<file path="src/design/vtc_pkg.sv">
// ----------------------------------------------------------------------------
// vtc_pkg
// Shared types, byte codes and code point tables for the cursor tracker.
// ----------------------------------------------------------------------------
package vtc_pkg;

    localparam int MAX_PARAMS_DEF = 16;
    localparam int TAB_SHIFT      = 3;
    localparam int FIFO_DEPTH     = 4;

    localparam logic [12:0] COLS_RESET = 13'd80;
    localparam logic [12:0] ROWS_RESET = 13'd25;

    localparam logic [7:0] B_BEL    = 8'h07;
    localparam logic [7:0] B_ESC    = 8'h1B;
    localparam logic [7:0] B_LBRK   = 8'h5B;
    localparam logic [7:0] B_RBRK   = 8'h5D;
    localparam logic [7:0] B_BSLASH = 8'h5C;
    localparam logic [7:0] B_P      = 8'h50;
    localparam logic [7:0] B_USCORE = 8'h5F;
    localparam logic [7:0] B_CARET  = 8'h5E;
    localparam logic [7:0] B_LPAR   = 8'h28;
    localparam logic [7:0] B_RPAR   = 8'h29;
    localparam logic [7:0] B_STAR   = 8'h2A;
    localparam logic [7:0] B_PLUS   = 8'h2B;
    localparam logic [7:0] B_7      = 8'h37;
    localparam logic [7:0] B_8      = 8'h38;
    localparam logic [7:0] B_0      = 8'h30;
    localparam logic [7:0] B_9      = 8'h39;
    localparam logic [7:0] B_SEMI   = 8'h3B;
    localparam logic [7:0] B_COLON  = 8'h3A;
    localparam logic [7:0] B_QMARK  = 8'h3F;
    localparam logic [7:0] B_AT     = 8'h40;
    localparam logic [7:0] B_TILDE  = 8'h7E;
    localparam logic [7:0] B_UA     = 8'h41;
    localparam logic [7:0] B_UB     = 8'h42;
    localparam logic [7:0] B_UC     = 8'h43;
    localparam logic [7:0] B_UD     = 8'h44;
    localparam logic [7:0] B_UE     = 8'h45;
    localparam logic [7:0] B_UF     = 8'h46;
    localparam logic [7:0] B_UG     = 8'h47;
    localparam logic [7:0] B_UH     = 8'h48;
    localparam logic [7:0] B_UI     = 8'h49;
    localparam logic [7:0] B_UJ     = 8'h4A;
    localparam logic [7:0] B_UM     = 8'h4D;
    localparam logic [7:0] B_US     = 8'h53;
    localparam logic [7:0] B_UZ     = 8'h5A;
    localparam logic [7:0] B_BTICK  = 8'h60;
    localparam logic [7:0] B_LA     = 8'h61;
    localparam logic [7:0] B_LC     = 8'h63;
    localparam logic [7:0] B_LD     = 8'h64;
    localparam logic [7:0] B_LE     = 8'h65;
    localparam logic [7:0] B_LF_    = 8'h66;
    localparam logic [7:0] B_LH     = 8'h68;
    localparam logic [7:0] B_LL     = 8'h6C;
    localparam logic [7:0] B_LR     = 8'h72;
    localparam logic [7:0] B_LS     = 8'h73;
    localparam logic [7:0] B_LU     = 8'h75;

    localparam logic [15:0] MODE_AWM    = 16'd7;
    localparam logic [15:0] MODE_ALT47  = 16'd47;
    localparam logic [15:0] MODE_ALT    = 16'd1047;
    localparam logic [15:0] MODE_SAVE   = 16'd1048;
    localparam logic [15:0] MODE_ALTSAV = 16'd1049;

    typedef enum logic [4:0] {
        OP_NOP, OP_CR, OP_LF, OP_BS, OP_TAB, OP_PUT,
        OP_IND, OP_RI, OP_NEL, OP_SAVE, OP_RESTORE, OP_RIS,
        OP_CUP, OP_CUU, OP_CUD, OP_CUF, OP_CUB, OP_CNL, OP_CPL,
        OP_CHA, OP_VPA, OP_CHT, OP_CBT, OP_SU, OP_STBM, OP_SBCLR,
        OP_AWM_ON, OP_AWM_OFF, OP_ALT_ON, OP_ALT_OFF, OP_ALTS_ON, OP_ALTS_OFF
    } op_t;

    typedef struct packed {
        op_t         op;
        logic [15:0] a0;
        logic [15:0] a1;
        logic [1:0]  width;
        logic        flag;
        logic        clamp;
        logic        last;
    } cmd_t;

    function automatic logic in_rng(input logic [20:0] cp, input logic [20:0] lo,
                                    input logic [20:0] hi);
        return (cp >= lo) && (cp <= hi);
    endfunction

    function automatic logic [1:0] cp_width(input logic [20:0] cp);
        logic z;
        logic w;
        z = in_rng(cp, 21'h80, 21'h9F) || in_rng(cp, 21'hAD, 21'hAD)
            || in_rng(cp, 21'h300, 21'h36F) || in_rng(cp, 21'h483, 21'h489)
            || in_rng(cp, 21'h591, 21'h5BD) || in_rng(cp, 21'h610, 21'h61A)
            || in_rng(cp, 21'h64B, 21'h65F) || in_rng(cp, 21'h1160, 21'h11FF)
            || in_rng(cp, 21'h200B, 21'h200F) || in_rng(cp, 21'h202A, 21'h202E)
            || in_rng(cp, 21'h2060, 21'h2064) || in_rng(cp, 21'h20D0, 21'h20FF)
            || in_rng(cp, 21'hD800, 21'hDFFF) || in_rng(cp, 21'hFE00, 21'hFE0F)
            || in_rng(cp, 21'hFE20, 21'hFE2F) || in_rng(cp, 21'hFEFF, 21'hFEFF)
            || in_rng(cp, 21'hE0100, 21'hE01EF) || in_rng(cp, 21'h110000, 21'h1FFFFF);
        w = in_rng(cp, 21'h1100, 21'h115F) || in_rng(cp, 21'h2E80, 21'h303E)
            || in_rng(cp, 21'h3041, 21'h33FF) || in_rng(cp, 21'h3400, 21'h4DBF)
            || in_rng(cp, 21'h4E00, 21'h9FFF) || in_rng(cp, 21'hA000, 21'hA4CF)
            || in_rng(cp, 21'hAC00, 21'hD7A3) || in_rng(cp, 21'hF900, 21'hFAFF)
            || in_rng(cp, 21'hFE30, 21'hFE4F) || in_rng(cp, 21'hFF00, 21'hFF60)
            || in_rng(cp, 21'hFFE0, 21'hFFE6) || in_rng(cp, 21'h1F300, 21'h1F64F)
            || in_rng(cp, 21'h1F900, 21'h1F9FF) || in_rng(cp, 21'h20000, 21'h2FFFD)
            || in_rng(cp, 21'h30000, 21'h3FFFD);
        if (z)
            return 2'd0;
        else if (w)
            return 2'd2;
        else
            return 2'd1;
    endfunction

    function automatic cmd_t cp_cmd(input logic [20:0] cp);
        cmd_t c;
        c       = '0;
        c.op    = OP_NOP;
        c.last  = 1'b1;
        if (cp == 21'h0D)
            c.op = OP_CR;
        else if (cp == 21'h0A)
            c.op = OP_LF;
        else if (cp == 21'h08)
            c.op = OP_BS;
        else if (cp == 21'h09)
            c.op = OP_TAB;
        else if (cp < 21'h20 || cp == 21'h7F)
            c.op = OP_NOP;
        else
        begin
            c.op    = OP_PUT;
            c.width = cp_width(cp);
        end
        return c;
    endfunction

endpackage

</file>
<file path="src/design/vtc_byte_if.sv">
// ----------------------------------------------------------------------------
// vtc_byte_if
// Input byte channel: valid/ready with one stream byte per transfer.
// ----------------------------------------------------------------------------
interface vtc_byte_if;
    logic       valid;
    logic       ready;
    logic [7:0] data_byte;

    modport source (output valid, output data_byte, input ready);
    modport sink (input valid, input data_byte, output ready);
endinterface

</file>
<file path="src/design/vtc_result_if.sv">
// ----------------------------------------------------------------------------
// vtc_result_if
// Result channel: valid/ready with cursor report per transfer.
// ----------------------------------------------------------------------------
interface vtc_result_if;
    logic        valid;
    logic        ready;
    logic [11:0] cursor_col;
    logic [11:0] cursor_row;
    logic        wrap_pending;
    logic [15:0] scrolled_lines;
    logic        scrollback_clear;
    logic        alt_screen_on;

    modport source (output valid, output cursor_col, output cursor_row,
                    output wrap_pending, output scrolled_lines,
                    output scrollback_clear, output alt_screen_on, input ready);
    modport sink (input valid, input cursor_col, input cursor_row,
                  input wrap_pending, input scrolled_lines,
                  input scrollback_clear, input alt_screen_on, output ready);
endinterface

</file>
<file path="src/design/vtc_cmd_fifo.sv">
// ----------------------------------------------------------------------------
// vtc_cmd_fifo
// Small command queue between parser front and cursor back.
// ----------------------------------------------------------------------------
module vtc_cmd_fifo
(
    input  logic          clk,
    input  logic          rst_n,
    input  logic          push,
    input  vtc_pkg::cmd_t wdata,
    output logic          full,
    input  logic          pop,
    output vtc_pkg::cmd_t rdata,
    output logic          nonempty
);
    localparam int PW = $clog2(vtc_pkg::FIFO_DEPTH);

    vtc_pkg::cmd_t     mem_reg [vtc_pkg::FIFO_DEPTH];
    logic [PW-1:0]     wp_reg, wp_next, rp_reg, rp_next;
    logic [PW:0]       cnt_reg, cnt_next;

    assign full     = (cnt_reg == (PW+1)'(vtc_pkg::FIFO_DEPTH));
    assign nonempty = (cnt_reg != '0);
    assign rdata    = mem_reg[rp_reg];

    always_comb
    begin
        wp_next  = push ? wp_reg + PW'(1) : wp_reg;
        rp_next  = pop ? rp_reg + PW'(1) : rp_reg;
        cnt_next = cnt_reg + (PW+1)'(push) - (PW+1)'(pop);
    end

    always_ff @(posedge clk)
    begin
        if (push)
            mem_reg[wp_reg] <= wdata;
    end

    always_ff @(posedge clk or negedge rst_n)
    begin
        if (!rst_n)
        begin
            wp_reg  <= '0;
            rp_reg  <= '0;
            cnt_reg <= '0;
        end
        else
        begin
            wp_reg  <= wp_next;
            rp_reg  <= rp_next;
            cnt_reg <= cnt_next;
        end
    end
endmodule

</file>
<file path="src/design/vtc_front.sv">
// ----------------------------------------------------------------------------
// vtc_front
// Escape parser and UTF-8 decoder; turns bytes into cursor commands.
// ----------------------------------------------------------------------------
module vtc_front #(
    parameter int MAX_PARAMS = vtc_pkg::MAX_PARAMS_DEF
)
(
    input  logic          clk,
    input  logic          rst_n,
    vtc_byte_if.sink      in_ch,
    output logic          push,
    output vtc_pkg::cmd_t push_cmd,
    input  logic          full
);
    localparam int CW = $clog2(MAX_PARAMS + 1);
    localparam int IW = $clog2(MAX_PARAMS);

    typedef enum logic [1:0] { F_ACCEPT = 2'b01, F_DISP = 2'b10 } fst_t;
    typedef enum logic [4:0] {
        M_GROUND  = 5'b00001,
        M_ESC     = 5'b00010,
        M_CSI     = 5'b00100,
        M_STRING  = 5'b01000,
        M_CHARSET = 5'b10000
    } mode_t;

    fst_t          fst_reg, fst_next;
    mode_t         mode_reg, mode_next;
    logic          sesc_reg, sesc_next;
    logic [20:0]   acc_reg, acc_next;
    logic [2:0]    have_reg, have_next, want_reg, want_next;
    logic [15:0]   store_reg [MAX_PARAMS];
    logic [CW-1:0] cnt_reg, cnt_next;
    logic [15:0]   cur_reg, cur_next;
    logic          seen_reg, seen_next, priv_reg, priv_next;
    logic [7:0]    fin_reg, fin_next;
    logic [IW-1:0] walk_reg, walk_next;

    logic          st_we;
    logic [IW-1:0] st_wa;
    logic [7:0]    b;
    logic [20:0]   acc2;
    logic [2:0]    have2;
    logic [19:0]   dec;
    logic          wlast;
    vtc_pkg::cmd_t c;

    function automatic logic [15:0] argv(input logic seen, input logic [CW-1:0] cnt,
                                         input int idx, input logic [15:0] v);
        if (seen && cnt > CW'(idx))
            return (v == 16'd0) ? 16'd1 : v;
        return 16'd1;
    endfunction

    function automatic vtc_pkg::op_t decset_op(input logic [15:0] v, input logic on);
        if (v == vtc_pkg::MODE_AWM)
            return on ? vtc_pkg::OP_AWM_ON : vtc_pkg::OP_AWM_OFF;
        else if (v == vtc_pkg::MODE_ALT47 || v == vtc_pkg::MODE_ALT)
            return on ? vtc_pkg::OP_ALT_ON : vtc_pkg::OP_ALT_OFF;
        else if (v == vtc_pkg::MODE_SAVE)
            return on ? vtc_pkg::OP_SAVE : vtc_pkg::OP_RESTORE;
        else if (v == vtc_pkg::MODE_ALTSAV)
            return on ? vtc_pkg::OP_ALTS_ON : vtc_pkg::OP_ALTS_OFF;
        return vtc_pkg::OP_NOP;
    endfunction

    function automatic vtc_pkg::op_t csi_op(input logic [7:0] f, input logic ed3);
        vtc_pkg::op_t o;
        unique case (f)
            vtc_pkg::B_UH, vtc_pkg::B_LF_:   o = vtc_pkg::OP_CUP;
            vtc_pkg::B_UA:                   o = vtc_pkg::OP_CUU;
            vtc_pkg::B_UB, vtc_pkg::B_LE:    o = vtc_pkg::OP_CUD;
            vtc_pkg::B_UC, vtc_pkg::B_LA:    o = vtc_pkg::OP_CUF;
            vtc_pkg::B_UD:                   o = vtc_pkg::OP_CUB;
            vtc_pkg::B_UE:                   o = vtc_pkg::OP_CNL;
            vtc_pkg::B_UF:                   o = vtc_pkg::OP_CPL;
            vtc_pkg::B_UG, vtc_pkg::B_BTICK: o = vtc_pkg::OP_CHA;
            vtc_pkg::B_LD:                   o = vtc_pkg::OP_VPA;
            vtc_pkg::B_UI:                   o = vtc_pkg::OP_CHT;
            vtc_pkg::B_UZ:                   o = vtc_pkg::OP_CBT;
            vtc_pkg::B_US:                   o = vtc_pkg::OP_SU;
            vtc_pkg::B_LR:                   o = vtc_pkg::OP_STBM;
            vtc_pkg::B_UJ:                   o = ed3 ? vtc_pkg::OP_SBCLR : vtc_pkg::OP_NOP;
            vtc_pkg::B_LS:                   o = vtc_pkg::OP_SAVE;
            vtc_pkg::B_LU:                   o = vtc_pkg::OP_RESTORE;
            default:                         o = vtc_pkg::OP_NOP;
        endcase
        return o;
    endfunction

    assign in_ch.ready = (fst_reg == F_ACCEPT) && !full;
    assign b           = in_ch.data_byte;

    always_comb
    begin
        fst_next  = fst_reg;
        mode_next = mode_reg;
        sesc_next = sesc_reg;
        acc_next  = acc_reg;
        have_next = have_reg;
        want_next = want_reg;
        cnt_next  = cnt_reg;
        cur_next  = cur_reg;
        seen_next = seen_reg;
        priv_next = priv_reg;
        fin_next  = fin_reg;
        walk_next = walk_reg;
        st_we     = 1'b0;
        st_wa     = cnt_reg[IW-1:0];
        acc2      = {acc_reg[14:0], b[5:0]};
        have2     = have_reg + 3'd1;
        dec       = (20'(cur_reg) << 3) + (20'(cur_reg) << 1) + 20'(b[3:0]);
        wlast     = ((CW'(walk_reg) + CW'(1)) == cnt_reg);
        c         = '0;
        c.op      = vtc_pkg::OP_NOP;
        c.last    = 1'b1;
        push      = 1'b0;

        if (fst_reg == F_ACCEPT)
        begin
            if (in_ch.valid && in_ch.ready)
            begin
                push = 1'b1;
                unique case (mode_reg)
                    M_GROUND:
                    begin
                        if (b == vtc_pkg::B_ESC)
                            mode_next = M_ESC;
                        else if (!b[7])
                            c = vtc_pkg::cp_cmd({13'd0, b});
                        else if (have_reg == 3'd0)
                        begin
                            priority if (b[7:5] == 3'b110)
                            begin
                                want_next = 3'd2;
                                acc_next  = {16'd0, b[4:0]};
                                have_next = 3'd1;
                            end
                            else if (b[7:4] == 4'b1110)
                            begin
                                want_next = 3'd3;
                                acc_next  = {17'd0, b[3:0]};
                                have_next = 3'd1;
                            end
                            else if (b[7:3] == 5'b11110)
                            begin
                                want_next = 3'd4;
                                acc_next  = {18'd0, b[2:0]};
                                have_next = 3'd1;
                            end
                            else
                            begin
                                want_next = want_reg;
                            end
                        end
                        else if (have2 >= want_reg)
                        begin
                            c         = vtc_pkg::cp_cmd(acc2);
                            acc_next  = '0;
                            have_next = '0;
                            want_next = '0;
                        end
                        else
                        begin
                            acc_next  = acc2;
                            have_next = have2;
                        end
                    end
                    M_ESC:
                    begin
                        mode_next = M_GROUND;
                        if (b == vtc_pkg::B_LBRK)
                        begin
                            cnt_next  = '0;
                            cur_next  = '0;
                            seen_next = 1'b0;
                            priv_next = 1'b0;
                            mode_next = M_CSI;
                        end
                        else if (b == vtc_pkg::B_RBRK || b == vtc_pkg::B_P
                                 || b == vtc_pkg::B_USCORE || b == vtc_pkg::B_CARET)
                        begin
                            sesc_next = 1'b0;
                            mode_next = M_STRING;
                        end
                        else if (b == vtc_pkg::B_LPAR || b == vtc_pkg::B_RPAR
                                 || b == vtc_pkg::B_STAR || b == vtc_pkg::B_PLUS)
                            mode_next = M_CHARSET;
                        else if (b == vtc_pkg::B_7)
                            c.op = vtc_pkg::OP_SAVE;
                        else if (b == vtc_pkg::B_8)
                            c.op = vtc_pkg::OP_RESTORE;
                        else if (b == vtc_pkg::B_UD)
                            c.op = vtc_pkg::OP_IND;
                        else if (b == vtc_pkg::B_UM)
                            c.op = vtc_pkg::OP_RI;
                        else if (b == vtc_pkg::B_UE)
                            c.op = vtc_pkg::OP_NEL;
                        else if (b == vtc_pkg::B_LC)
                            c.op = vtc_pkg::OP_RIS;
                    end
                    M_CSI:
                    begin
                        if (b >= vtc_pkg::B_0 && b <= vtc_pkg::B_9)
                        begin
                            cur_next  = (dec > 20'd65535) ? 16'hFFFF : dec[15:0];
                            seen_next = 1'b1;
                        end
                        else if (b == vtc_pkg::B_SEMI || b == vtc_pkg::B_COLON
                                 || (b >= vtc_pkg::B_AT && b <= vtc_pkg::B_TILDE))
                        begin
                            if (cnt_reg < CW'(MAX_PARAMS))
                            begin
                                st_we    = 1'b1;
                                cnt_next = cnt_reg + CW'(1);
                            end
                            cur_next = '0;
                            if (b >= vtc_pkg::B_AT)
                            begin
                                push      = 1'b0;
                                fin_next  = b;
                                walk_next = '0;
                                fst_next  = F_DISP;
                            end
                            else
                                seen_next = 1'b1;
                        end
                        else if (b == vtc_pkg::B_QMARK)
                            priv_next = 1'b1;
                        else if (b == vtc_pkg::B_ESC)
                        begin
                            cnt_next  = '0;
                            cur_next  = '0;
                            seen_next = 1'b0;
                            priv_next = 1'b0;
                            mode_next = M_ESC;
                        end
                    end
                    M_STRING:
                    begin
                        if (sesc_reg)
                        begin
                            if (b == vtc_pkg::B_BSLASH)
                                mode_next = M_GROUND;
                            sesc_next = 1'b0;
                        end
                        else if (b == vtc_pkg::B_BEL)
                            mode_next = M_GROUND;
                        else if (b == vtc_pkg::B_ESC)
                            sesc_next = 1'b1;
                    end
                    default:
                        mode_next = M_GROUND;
                endcase
            end
        end
        else if (!full)
        begin
            push = 1'b1;
            if (fin_reg == vtc_pkg::B_LH || fin_reg == vtc_pkg::B_LL)
            begin
                if (priv_reg)
                begin
                    c.op    = decset_op(store_reg[walk_reg], fin_reg == vtc_pkg::B_LH);
                    c.last  = wlast;
                    c.clamp = wlast;
                end
            end
            else
            begin
                c.op    = csi_op(fin_reg, seen_reg && (cnt_reg != '0)
                                 && (store_reg[0] == 16'd3));
                c.clamp = 1'b1;
                if (c.op == vtc_pkg::OP_STBM)
                begin
                    c.a0   = store_reg[0];
                    c.a1   = store_reg[1];
                    c.flag = (cnt_reg >= CW'(2));
                end
                else
                begin
                    c.a0 = argv(seen_reg, cnt_reg, 0, store_reg[0]);
                    c.a1 = argv(seen_reg, cnt_reg, 1, store_reg[1]);
                end
            end
            if (c.last)
            begin
                fst_next  = F_ACCEPT;
                mode_next = M_GROUND;
                cnt_next  = '0;
                cur_next  = '0;
                seen_next = 1'b0;
                priv_next = 1'b0;
            end
            else
                walk_next = walk_reg + IW'(1);
        end
        push_cmd = c;
    end

    always_ff @(posedge clk)
    begin
        if (st_we)
            store_reg[st_wa] <= cur_reg;
    end

    always_ff @(posedge clk or negedge rst_n)
    begin
        if (!rst_n)
        begin
            fst_reg  <= F_ACCEPT;
            mode_reg <= M_GROUND;
            sesc_reg <= 1'b0;
            acc_reg  <= '0;
            have_reg <= '0;
            want_reg <= '0;
            cnt_reg  <= '0;
            cur_reg  <= '0;
            seen_reg <= 1'b0;
            priv_reg <= 1'b0;
            fin_reg  <= '0;
            walk_reg <= '0;
        end
        else
        begin
            fst_reg  <= fst_next;
            mode_reg <= mode_next;
            sesc_reg <= sesc_next;
            acc_reg  <= acc_next;
            have_reg <= have_next;
            want_reg <= want_next;
            cnt_reg  <= cnt_next;
            cur_reg  <= cur_next;
            seen_reg <= seen_next;
            priv_reg <= priv_next;
            fin_reg  <= fin_next;
            walk_reg <= walk_next;
        end
    end
endmodule

</file>
<file path="src/design/vtc_back.sv">
// ----------------------------------------------------------------------------
// vtc_back
// Cursor engine: executes commands, iterates tab steps, holds the result.
// ----------------------------------------------------------------------------
module vtc_back
(
    input  logic          clk,
    input  logic          rst_n,
    input  vtc_pkg::cmd_t cmd,
    input  logic          cmd_valid,
    output logic          pop,
    input  logic [11:0]   cmax,
    input  logic [11:0]   rmax,
    vtc_result_if.source  out_ch
);
    typedef enum logic [1:0] { B_EXEC = 2'b01, B_ITER = 2'b10 } bst_t;

    bst_t        st_reg, st_next;
    logic [15:0] col_reg, col_next, row_reg, row_next;
    logic        pw_reg, pw_next, awm_reg, awm_next;
    logic        ra_reg, ra_next;
    logic [11:0] rt_reg, rt_next, rb_reg, rb_next;
    logic        sok_reg, sok_next, sw_reg, sw_next;
    logic [15:0] scol_reg, scol_next, srow_reg, srow_next;
    logic        alt_reg, alt_next;
    logic [15:0] acol_reg, acol_next, arow_reg, arow_next;
    logic [15:0] cnt_reg, cnt_next;
    logic        cbt_reg, cbt_next;

    logic        ov_reg, ov_next;
    logic [11:0] ocol_reg, ocol_next, orow_reg, orow_next;
    logic        opw_reg, opw_next, osb_reg, osb_next, oalt_reg, oalt_next;
    logic [15:0] oscr_reg, oscr_next;

    logic        can_out, emit, clamp;
    logic [15:0] scr, cmax16, rmax16, p2c;
    logic        sb;
    logic [16:0] lfr, sum, nx, cols17;
    logic [12:0] rows13;

    function automatic logic [16:0] lf_step(input logic [15:0] r, input logic ra,
                                            input logic [11:0] rb, input logic [11:0] rm);
        logic [15:0] bot;
        bot = ra ? {4'd0, rb} : {4'd0, rm};
        if ({1'b0, r} + 17'd1 > {1'b0, bot})
            return {~ra, bot};
        return {1'b0, r + 16'd1};
    endfunction

    assign can_out = !ov_reg || out_ch.ready;
    assign cmax16  = {4'd0, cmax};
    assign rmax16  = {4'd0, rmax};
    assign cols17  = {5'd0, cmax} + 17'd1;
    assign rows13  = {1'b0, rmax} + 13'd1;

    always_comb
    begin
        st_next   = st_reg;
        col_next  = col_reg;
        row_next  = row_reg;
        pw_next   = pw_reg;
        awm_next  = awm_reg;
        ra_next   = ra_reg;
        rt_next   = rt_reg;
        rb_next   = rb_reg;
        sok_next  = sok_reg;
        sw_next   = sw_reg;
        scol_next = scol_reg;
        srow_next = srow_reg;
        alt_next  = alt_reg;
        acol_next = acol_reg;
        arow_next = arow_reg;
        cnt_next  = cnt_reg;
        cbt_next  = cbt_reg;
        pop       = 1'b0;
        emit      = 1'b0;
        clamp     = 1'b0;
        scr       = '0;
        sb        = 1'b0;
        lfr       = '0;
        sum       = '0;
        p2c       = '0;
        nx        = (17'(col_reg >> vtc_pkg::TAB_SHIFT) + 17'd1) << vtc_pkg::TAB_SHIFT;

        unique case (st_reg)
            B_EXEC:
            begin
                if (cmd_valid && can_out)
                begin
                    pop   = 1'b1;
                    emit  = cmd.last;
                    clamp = cmd.clamp;
                    unique case (cmd.op)
                        vtc_pkg::OP_CR:
                        begin
                            col_next = '0;
                            pw_next  = 1'b0;
                        end
                        vtc_pkg::OP_LF, vtc_pkg::OP_NEL, vtc_pkg::OP_IND:
                        begin
                            if (cmd.op != vtc_pkg::OP_IND)
                                col_next = '0;
                            if (cmd.op == vtc_pkg::OP_LF)
                                pw_next = 1'b0;
                            lfr      = lf_step(row_reg, ra_reg, rb_reg, rmax);
                            row_next = lfr[15:0];
                            scr      = 16'(lfr[16]);
                        end
                        vtc_pkg::OP_BS:
                        begin
                            pw_next = 1'b0;
                            if (col_reg != '0)
                                col_next = col_reg - 16'd1;
                        end
                        vtc_pkg::OP_TAB:
                            col_next = (nx < cols17) ? nx[15:0] : cmax16;
                        vtc_pkg::OP_PUT:
                        begin
                            if (pw_reg)
                            begin
                                pw_next  = 1'b0;
                                col_next = '0;
                                lfr      = lf_step(row_reg, ra_reg, rb_reg, rmax);
                                row_next = lfr[15:0];
                                scr      = 16'(lfr[16]);
                            end
                            if (cmd.width != 2'd0)
                            begin
                                sum = {1'b0, col_next} + {15'd0, cmd.width};
                                if (sum > {5'd0, cmax})
                                begin
                                    if (awm_reg)
                                    begin
                                        if (cmd.width == 2'd1 && col_next == cmax16)
                                            pw_next = 1'b1;
                                        else
                                        begin
                                            lfr      = lf_step(row_next, ra_reg, rb_reg, rmax);
                                            row_next = lfr[15:0];
                                            scr      = scr + 16'(lfr[16]);
                                            col_next = {14'd0, cmd.width};
                                        end
                                    end
                                    else
                                        col_next = cmax16;
                                end
                                else
                                    col_next = sum[15:0];
                            end
                        end
                        vtc_pkg::OP_RI:
                        begin
                            if (row_reg <= (ra_reg ? {4'd0, rt_reg} : 16'd0))
                                row_next = ra_reg ? {4'd0, rt_reg} : 16'd0;
                            else
                                row_next = row_reg - 16'd1;
                        end
                        vtc_pkg::OP_SAVE:
                        begin
                            sok_next  = 1'b1;
                            scol_next = col_reg;
                            srow_next = row_reg;
                            sw_next   = pw_reg;
                        end
                        vtc_pkg::OP_RESTORE:
                        begin
                            if (sok_reg)
                            begin
                                col_next = scol_reg;
                                row_next = srow_reg;
                                pw_next  = sw_reg;
                            end
                        end
                        vtc_pkg::OP_RIS:
                        begin
                            awm_next = 1'b1;
                            alt_next = 1'b0;
                            ra_next  = 1'b0;
                            col_next = '0;
                            row_next = '0;
                            pw_next  = 1'b0;
                            sok_next = 1'b0;
                            sb       = 1'b1;
                        end
                        vtc_pkg::OP_CUP:
                        begin
                            row_next = cmd.a0 - 16'd1;
                            col_next = cmd.a1 - 16'd1;
                            pw_next  = 1'b0;
                        end
                        vtc_pkg::OP_CUU, vtc_pkg::OP_CPL:
                        begin
                            row_next = (row_reg > cmd.a0) ? row_reg - cmd.a0 : 16'd0;
                            if (cmd.op == vtc_pkg::OP_CPL)
                                col_next = '0;
                        end
                        vtc_pkg::OP_CUD, vtc_pkg::OP_CNL:
                        begin
                            sum      = {1'b0, row_reg} + {1'b0, cmd.a0};
                            row_next = sum[16] ? 16'hFFFF : sum[15:0];
                            if (cmd.op == vtc_pkg::OP_CNL)
                                col_next = '0;
                        end
                        vtc_pkg::OP_CUF:
                        begin
                            sum      = {1'b0, col_reg} + {1'b0, cmd.a0};
                            col_next = sum[16] ? 16'hFFFF : sum[15:0];
                            pw_next  = 1'b0;
                        end
                        vtc_pkg::OP_CUB:
                        begin
                            col_next = (col_reg > cmd.a0) ? col_reg - cmd.a0 : 16'd0;
                            pw_next  = 1'b0;
                        end
                        vtc_pkg::OP_CHA:
                        begin
                            col_next = cmd.a0 - 16'd1;
                            pw_next  = 1'b0;
                        end
                        vtc_pkg::OP_VPA:
                            row_next = cmd.a0 - 16'd1;
                        vtc_pkg::OP_CHT, vtc_pkg::OP_CBT:
                        begin
                            emit     = 1'b0;
                            clamp    = 1'b0;
                            cnt_next = cmd.a0;
                            cbt_next = (cmd.op == vtc_pkg::OP_CBT);
                            st_next  = B_ITER;
                        end
                        vtc_pkg::OP_SU:
                            scr = ra_reg ? 16'd0 : cmd.a0;
                        vtc_pkg::OP_STBM:
                        begin
                            pw_next = 1'b0;
                            p2c     = (cmd.a1 > {3'd0, rows13}) ? {3'd0, rows13} : cmd.a1;
                            if (!cmd.flag || (cmd.a0 == 16'd0 && cmd.a1 == 16'd0))
                            begin
                                ra_next  = 1'b0;
                                col_next = '0;
                                row_next = '0;
                            end
                            else if (cmd.a0 >= 16'd1 && p2c >= 16'd1 && cmd.a0 < p2c)
                            begin
                                ra_next  = 1'b1;
                                rt_next  = cmd.a0[11:0] - 12'd1;
                                rb_next  = p2c[11:0] - 12'd1;
                                col_next = '0;
                                row_next = {4'd0, cmd.a0[11:0] - 12'd1};
                            end
                        end
                        vtc_pkg::OP_SBCLR:
                            sb = 1'b1;
                        vtc_pkg::OP_AWM_ON:
                            awm_next = 1'b1;
                        vtc_pkg::OP_AWM_OFF:
                        begin
                            awm_next = 1'b0;
                            pw_next  = 1'b0;
                        end
                        vtc_pkg::OP_ALT_ON, vtc_pkg::OP_ALTS_ON:
                        begin
                            if (!alt_reg)
                            begin
                                if (cmd.op == vtc_pkg::OP_ALTS_ON)
                                begin
                                    sok_next  = 1'b1;
                                    scol_next = col_reg;
                                    srow_next = row_reg;
                                    sw_next   = pw_reg;
                                end
                                alt_next  = 1'b1;
                                acol_next = col_reg;
                                arow_next = row_reg;
                            end
                        end
                        vtc_pkg::OP_ALT_OFF:
                            alt_next = 1'b0;
                        vtc_pkg::OP_ALTS_OFF:
                        begin
                            if (alt_reg)
                            begin
                                alt_next = 1'b0;
                                col_next = acol_reg;
                                row_next = arow_reg;
                                pw_next  = 1'b0;
                            end
                        end
                        default:
                            scr = '0;
                    endcase
                end
            end
            B_ITER:
            begin
                if (cnt_reg == '0 || (cbt_reg && col_reg == '0))
                begin
                    if (can_out)
                    begin
                        pw_next = 1'b0;
                        clamp   = 1'b1;
                        emit    = 1'b1;
                        st_next = B_EXEC;
                    end
                end
                else if (cbt_reg)
                begin
                    col_next = ((col_reg - 16'd1) >> vtc_pkg::TAB_SHIFT) << vtc_pkg::TAB_SHIFT;
                    cnt_next = cnt_reg - 16'd1;
                end
                else if (nx >= cols17)
                begin
                    col_next = cmax16;
                    cnt_next = '0;
                end
                else
                begin
                    col_next = nx[15:0];
                    cnt_next = cnt_reg - 16'd1;
                end
            end
            default:
                st_next = B_EXEC;
        endcase

        if (clamp)
        begin
            if (col_next > cmax16)
                col_next = cmax16;
            if (row_next > rmax16)
                row_next = rmax16;
        end

        ov_next   = emit ? 1'b1 : (ov_reg && !out_ch.ready);
        ocol_next = emit ? ((col_next > cmax16) ? cmax : col_next[11:0]) : ocol_reg;
        orow_next = emit ? ((row_next > rmax16) ? rmax : row_next[11:0]) : orow_reg;
        opw_next  = emit ? pw_next : opw_reg;
        oscr_next = emit ? scr : oscr_reg;
        osb_next  = emit ? sb : osb_reg;
        oalt_next = emit ? alt_next : oalt_reg;
    end

    assign out_ch.valid            = ov_reg;
    assign out_ch.cursor_col       = ocol_reg;
    assign out_ch.cursor_row       = orow_reg;
    assign out_ch.wrap_pending     = opw_reg;
    assign out_ch.scrolled_lines   = oscr_reg;
    assign out_ch.scrollback_clear = osb_reg;
    assign out_ch.alt_screen_on    = oalt_reg;

    always_ff @(posedge clk)
    begin
        ocol_reg <= ocol_next;
        orow_reg <= orow_next;
        opw_reg  <= opw_next;
        oscr_reg <= oscr_next;
        osb_reg  <= osb_next;
        oalt_reg <= oalt_next;
        cnt_reg  <= cnt_next;
        cbt_reg  <= cbt_next;
    end

    always_ff @(posedge clk or negedge rst_n)
    begin
        if (!rst_n)
        begin
            st_reg   <= B_EXEC;
            ov_reg   <= 1'b0;
            col_reg  <= '0;
            row_reg  <= '0;
            pw_reg   <= 1'b0;
            awm_reg  <= 1'b1;
            ra_reg   <= 1'b0;
            rt_reg   <= '0;
            rb_reg   <= '0;
            sok_reg  <= 1'b0;
            sw_reg   <= 1'b0;
            scol_reg <= '0;
            srow_reg <= '0;
            alt_reg  <= 1'b0;
            acol_reg <= '0;
            arow_reg <= '0;
        end
        else
        begin
            st_reg   <= st_next;
            ov_reg   <= ov_next;
            col_reg  <= col_next;
            row_reg  <= row_next;
            pw_reg   <= pw_next;
            awm_reg  <= awm_next;
            ra_reg   <= ra_next;
            rt_reg   <= rt_next;
            rb_reg   <= rb_next;
            sok_reg  <= sok_next;
            sw_reg   <= sw_next;
            scol_reg <= scol_next;
            srow_reg <= srow_next;
            alt_reg  <= alt_next;
            acol_reg <= acol_next;
            arow_reg <= arow_next;
        end
    end
endmodule

</file>
<file path="src/design/vt_escape_cursor_tracker.sv">
// ----------------------------------------------------------------------------
// vt_escape_cursor_tracker
// Terminal byte stream in, tracked cursor position out, one result per byte.
//
//   port        dir    transfer
//   in_ch       sink   one stream byte
//   out_ch      source one cursor report
//   cfg_*       write  screen_columns (0), screen_rows (1)
//
// Most bytes: decoded in the parser, then executed in the cursor engine.
// CSI finals: dispatched from a separate state; private h/l issue one command per parameter.
// CSI I / Z: the cursor engine walks the tab stops one step at a time.
// A 4-entry command queue lets the parser run ahead of a stalled result.
// Reset is asynchronous; no clearing pass.
// ----------------------------------------------------------------------------
module vt_escape_cursor_tracker #(
    parameter int MAX_PARAMS = vtc_pkg::MAX_PARAMS_DEF
)
(
    input  logic         clk,
    input  logic         rst_n,
    vtc_byte_if.sink     in_ch,
    vtc_result_if.source out_ch,
    input  logic         cfg_we,
    input  logic         cfg_index,
    input  logic [12:0]  cfg_wdata
);
    localparam logic REG_COLS = 1'b0;
    localparam logic REG_ROWS = 1'b1;

    logic [12:0]   cols_reg, cols_next, rows_reg, rows_next;
    logic [11:0]   cmax, rmax;
    logic          push, full, pop, nonempty;
    vtc_pkg::cmd_t push_cmd, head;

    always_comb
    begin
        cols_next = (cfg_we && cfg_index == REG_COLS) ? cfg_wdata : cols_reg;
        rows_next = (cfg_we && cfg_index == REG_ROWS) ? cfg_wdata : rows_reg;
        cmax      = (cols_reg == '0) ? 12'd0
                  : (cols_reg > 13'd4096) ? 12'd4095 : 12'(cols_reg - 13'd1);
        rmax      = (rows_reg == '0) ? 12'd0
                  : (rows_reg > 13'd4096) ? 12'd4095 : 12'(rows_reg - 13'd1);
    end

    always_ff @(posedge clk or negedge rst_n)
    begin
        if (!rst_n)
        begin
            cols_reg <= vtc_pkg::COLS_RESET;
            rows_reg <= vtc_pkg::ROWS_RESET;
        end
        else
        begin
            cols_reg <= cols_next;
            rows_reg <= rows_next;
        end
    end

    vtc_front #(.MAX_PARAMS(MAX_PARAMS)) u_front
    (
        .clk      (clk),
        .rst_n    (rst_n),
        .in_ch    (in_ch),
        .push     (push),
        .push_cmd (push_cmd),
        .full     (full)
    );

    vtc_cmd_fifo u_fifo
    (
        .clk      (clk),
        .rst_n    (rst_n),
        .push     (push),
        .wdata    (push_cmd),
        .full     (full),
        .pop      (pop),
        .rdata    (head),
        .nonempty (nonempty)
    );

    vtc_back u_back
    (
        .clk       (clk),
        .rst_n     (rst_n),
        .cmd       (head),
        .cmd_valid (nonempty),
        .pop       (pop),
        .cmax      (cmax),
        .rmax      (rmax),
        .out_ch    (out_ch)
    );
endmodule

</file>
<file path="src/flat_wrapper.sv">
// flat-port wrapper written by rule: the top's interface ports become plain ports
module vt_escape_cursor_tracker_flat 
#(
    parameter int MAX_PARAMS = vtc_pkg::MAX_PARAMS_DEF
)
  (clk, rst_n, cfg_we, cfg_index, cfg_wdata, in_ch_valid, in_ch_data_byte, in_ch_ready, out_ch_valid, out_ch_cursor_col, out_ch_cursor_row, out_ch_wrap_pending, out_ch_scrolled_lines, out_ch_scrollback_clear, out_ch_alt_screen_on, out_ch_ready);
  vtc_byte_if in_ch_i ();
  vtc_result_if out_ch_i ();
  input  logic clk;
  input  logic rst_n;
  input  logic cfg_we;
  input  logic cfg_index;
  input  logic [12:0] cfg_wdata;
  input wire logic [$bits(in_ch_i.valid)-1:0] in_ch_valid;
  input wire logic [$bits(in_ch_i.data_byte)-1:0] in_ch_data_byte;
  output wire logic [$bits(in_ch_i.ready)-1:0] in_ch_ready;
  output wire logic [$bits(out_ch_i.valid)-1:0] out_ch_valid;
  output wire logic [$bits(out_ch_i.cursor_col)-1:0] out_ch_cursor_col;
  output wire logic [$bits(out_ch_i.cursor_row)-1:0] out_ch_cursor_row;
  output wire logic [$bits(out_ch_i.wrap_pending)-1:0] out_ch_wrap_pending;
  output wire logic [$bits(out_ch_i.scrolled_lines)-1:0] out_ch_scrolled_lines;
  output wire logic [$bits(out_ch_i.scrollback_clear)-1:0] out_ch_scrollback_clear;
  output wire logic [$bits(out_ch_i.alt_screen_on)-1:0] out_ch_alt_screen_on;
  input wire logic [$bits(out_ch_i.ready)-1:0] out_ch_ready;
  assign in_ch_i.valid = in_ch_valid;
  assign in_ch_i.data_byte = in_ch_data_byte;
  assign in_ch_ready = in_ch_i.ready;
  assign out_ch_valid = out_ch_i.valid;
  assign out_ch_cursor_col = out_ch_i.cursor_col;
  assign out_ch_cursor_row = out_ch_i.cursor_row;
  assign out_ch_wrap_pending = out_ch_i.wrap_pending;
  assign out_ch_scrolled_lines = out_ch_i.scrolled_lines;
  assign out_ch_scrollback_clear = out_ch_i.scrollback_clear;
  assign out_ch_alt_screen_on = out_ch_i.alt_screen_on;
  assign out_ch_i.ready = out_ch_ready;
  vt_escape_cursor_tracker #(.MAX_PARAMS(MAX_PARAMS)) u_core (.clk(clk), .rst_n(rst_n), .in_ch(in_ch_i), .out_ch(out_ch_i), .cfg_we(cfg_we), .cfg_index(cfg_index), .cfg_wdata(cfg_wdata));
endmodule
</file>
<file path="config.mk">
export PLATFORM = sky130hd
export DESIGN_NAME = vt_escape_cursor_tracker_flat
export DESIGN_NICKNAME = d
export VERILOG_FILES = /design/src/design/vtc_pkg.sv /design/src/design/vtc_byte_if.sv /design/src/design/vtc_result_if.sv /design/src/design/vtc_cmd_fifo.sv /design/src/design/vtc_front.sv /design/src/design/vtc_back.sv /design/src/design/vt_escape_cursor_tracker.sv /design/src/flat_wrapper.sv
export SDC_FILE = /design/constraint.sdc
export NUM_CORES = 2
export LEC_CHECK = 0
export BUFFER_PORTS_ARGS = -buffer_cell sky130_fd_sc_hd__clkbuf_2
export CELL_PAD_IN_SITES_DETAIL_PLACEMENT = 0
export CELL_PAD_IN_SITES_GLOBAL_PLACEMENT = 1
export CORE_MARGIN = 2
export CORE_UTILIZATION = 55
export CTS_CLUSTER_DIAMETER = 30
export DETAILED_ROUTE_END_ITERATION = 16
export GPL_TIMING_DRIVEN = 0
export PLACE_DENSITY_LB_ADDON = 0.05
export REMOVE_ABC_BUFFERS = 1
export SYNTH_ARGS = -nofsm -noshare
export SYNTH_HDL_FRONTEND = slang
export SYNTH_SLANG_ARGS = --single-unit
</file>
<file path="constraint.sdc">
create_clock -name clk -period 32.6 [get_ports clk]
set_clock_uncertainty 0.1 [all_clocks]
set_input_delay 6.52 -clock clk [delete_from_list [all_inputs] [get_ports clk]]
set_output_delay 6.52 -clock clk [all_outputs]
set_load 0.05 [all_outputs]
</file>
==> impl_metrics.py <==
metrics = {
    "sta": {
        "timing.final.crit_period_ps": 16880,
        "relSlewSlack_pct": -1.00,
        "finalMaxSlewViolations": 14,
        "setup_tns_ps": 0,
        "finalSetupViolations": 0,
        "fmax_mhz": 59.3,
        "hold-worst-slack_ps": 375,
        "hold_viol_final": 0,
        "grt_setup_unrepaired": "no",
        "min_period_over_period_pct": 51.8,
        "tightestPinTransition_ps": 1520,
    },
    "placed_design": {
        "hpwl_mm": 108,
        "placed_cells": 5674,
        "port_buffers": 71,
        "place.gp.congestion": 0.999,
    },
    "yosys": {
        "syn_area_sq_um": 46500,
        "synth_seq_cells": 710,
        "syn_inst": 4691,
        "yosys_warnings": 0,
        "avgSynthCellArea_sq_um": 9.91,
        "yosys.cell_types.count": 96,
        "ys.flop_type": "edfxtp_1",
        "synth-seq-area-share_pct": 43.5,
        "synth-edff-count": 484,
        "synth_async_sr_flop_share_pct": 31.8,
    },
    "worst_hold_path": {
        "min-delay-path-class": "flop to flop",
        "hp-start": "u_core.u_back.srow_reg[10]",
    },
    "die": {
        "num_rows": 106,
        "floorplan.initialDensity_pct": 55.6,
        "io_pins": 72,
        "die_area_sq_um": 86900,
        "core-area_sq_um": 83700,
        "chipHeight_microns": 295,
        "die_w_microns": 295,
    },
    "clock_network": {
        "clock_transition_at_the_registers_of_the_reported_paths_ps": 50,
        "ctsRootBufferMaster": "clkbuf_16",
        "cts_tree": "done",
        "clock_sink_count": 710,
        "cts.repair_timing.setup_buffer_count": 0,
        "cts_htree_levels": 4,
        "cts_made_buffers": 149,
        "cts_hold_buffers": 0,
        "cts.path.max_buffers": 3,
        "cts-resized-gates": 0,
        "worst_skew_pair_latency_ps": 760,
    },
    "worst_setup_path": {
        "cp.buffers_inverters": 1,
        "rr_startpoint": "u_core.rows_reg[2]",
        "critical_path.startpoint": "u_core.rows_reg[2]",
        "critical_path_peak_fanout": 22,
        "worst-endpoint-required_ps": 32980,
        "critical_path.top_delay_family": "compound AO/OA/AOI/OAI gates",
        "critical_path.startpoint_type": "flop",
        "worst_setup_path_end_kind": "flop",
        "worst-endpoint-arrival_ps": 17250,
        "worstSetupPathType": "flop to flop",
        "slowest_delay_ps": 870,
        "crit_path_top_delay_cell": "o221ai_1",
    },
    "layout": {
        "drive_above_1_share_pct": 14.1,
        "flip_flop_count_of_the_largest_register_all_copies_and_words_added": 256,
        "num_antenna_cells": 0,
        "area.growth.synth_to_final_pct": 15.1,
        "instances_no_fill": 5951,
        "final_nets": 4993,
    },
    "global_routing": {
        "number_of_antenna_violations_at_the_first_check_in_global_routing": 1,
        "first_global_vias": 37000,
        "global_route_usage_over_all_layers_pct": 34.8,
        "grt_first_pass_wirelength_mm": 229,
        "grt_start_max_net_pins": 98,
        "grt-ovfl-total": 0,
    },
    "drt": {
        "post-route-drc-count": 0,
        "antenna_left": 0,
        "vias": 38400,
        "drtIter0Drc": 3753,
        "drt-wirelength-per-cell_microns": 25.3,
        "avgViaCountPerCell": 6.45,
        "drt_wl_total_mm": 151,
        "firstDrtPassIters": 6,
    },
    "job": {
        "max-cap-violations": 1,
    },
    "power": {
        "ir_drop_uv": 70.2,
        "power_per_cell_area_nw_per_um2": 118,
        "power.leakage_nw": 21.0,
        "post-layout-total-power_mw": 6.32,
    },
    "status": {
        "outcome": "finished with violations",
        "failing_checks": "capacitance limit, slew limit",
    },
}
-- layer usage --
layer	vias up	routed length [microns]	share of wire [%]	track usage [%]
met4	2	7610	5.1	16.7
met1	18700	62200	41	46.5
li1	17600	-	-	-
met2	1706	69900	46	55.3
met5	-	12	0.0080	0
met3	370	11000	7.3	5.78
-- power by group --
part           switching (mW)  leakage (nW)  total (mW)  internal [mW]
sequential              0.242          7.34        1.41           1.17
combinational            2.14          11.1        3.34           1.20
clock                   0.536          2.58        1.57           1.04
total                    2.92          21.0        6.32           3.40
-- stage by stage --
stage | util, % | worst slack [ps] | cell area [sq um]
floorplan | - | 17990 | 45400
global placement | 56.4 | 14060 | 47200
CTS | 63.9 | 16090 | 53500
finish | 63.9 | 15720 | 53500
detailed placement | 57.5 | 16060 | 48100
global route | 63.9 | 14730 | 53500
-- tightest hold or removal path, cell delays in order (launching register included) --
cell	delay, ps
dfrtp_1	340
nand2_1	50
o21ai_0	60
-- synth_stat cells, types with 146 or more instances --
library cell  number  area share [%]
clkbuf_1         232             1.9
o21ai_0          323             3.5
a21oi_1          265             2.9
xnor2_1          146             2.8
nor3_1           152             1.6
dfrtp_1          217              12
nor2_1           397             3.2
edfxtp_1         484              31
inv_1            187             1.5
ha_1             267             7.2
mux2_2           147             3.6
nand2_1          423             3.4
-- worst paths after layout --
| kind | slack [ps] | to | depth (start not counted) |
|---|---|---|---|
| worst max-delay path | 15720 | u_core.u_back.out_ch.cursor_row[2] | 59 |
| worst min-delay path | 380 | u_core.u_back.srow_reg[10] | 2 |
| worst max register to register | 15720 | u_core.u_back.out_ch.cursor_row[2] | 59 |
| worst min register to register | 380 | u_core.u_back.srow_reg[10] | 2 |
| max in group asynchronous | 25730 | u_core.u_front.walk_reg[0] | 2 |
| min in group asynchronous | 5660 | u_core.u_back.srow_reg[8] | 1 |
-- kinds of logic after synthesis --
| family | Yosys count | synth area share, % |
|---|---|---|
| simple gates | 1541 | 16.0 |
| buf+inv | 465 | 3.82 |
| flops | 710 | 43.5 |
| fa+ha+maj | 279 | 7.62 |
| other cells | 1 | 0.00807 |
| mux | 355 | 9.61 |
| xor+xnor | 209 | 3.94 |
| compound gates | 1131 | 15.5 |
-- area by class of cell --
cell class	count	area [sq um]
repair buffers	119	1050
fillers	6786	30200
clock inverters	93	1300
inverters	193	724
clock buffers	184	4080
flip-flops and latches	710	20200
multi-input cells	3518	24700
well taps	1134	1420
-- layout by cell type (no fill, tap or decap), drive strengths merged, types with 65 or more instances in the layout --
master / instances
nor4: 65
o21ai: 327
clkbuf: 255
nor2: 397
ha: 267
xnor2: 146
a21oi: 266
nand3: 107
inv: 204
edfxtp: 484
mux2: 159
nand2: 423
nor3: 153
dfrtp: 217
mux2i: 139
(Power assumes the default switching activity.)
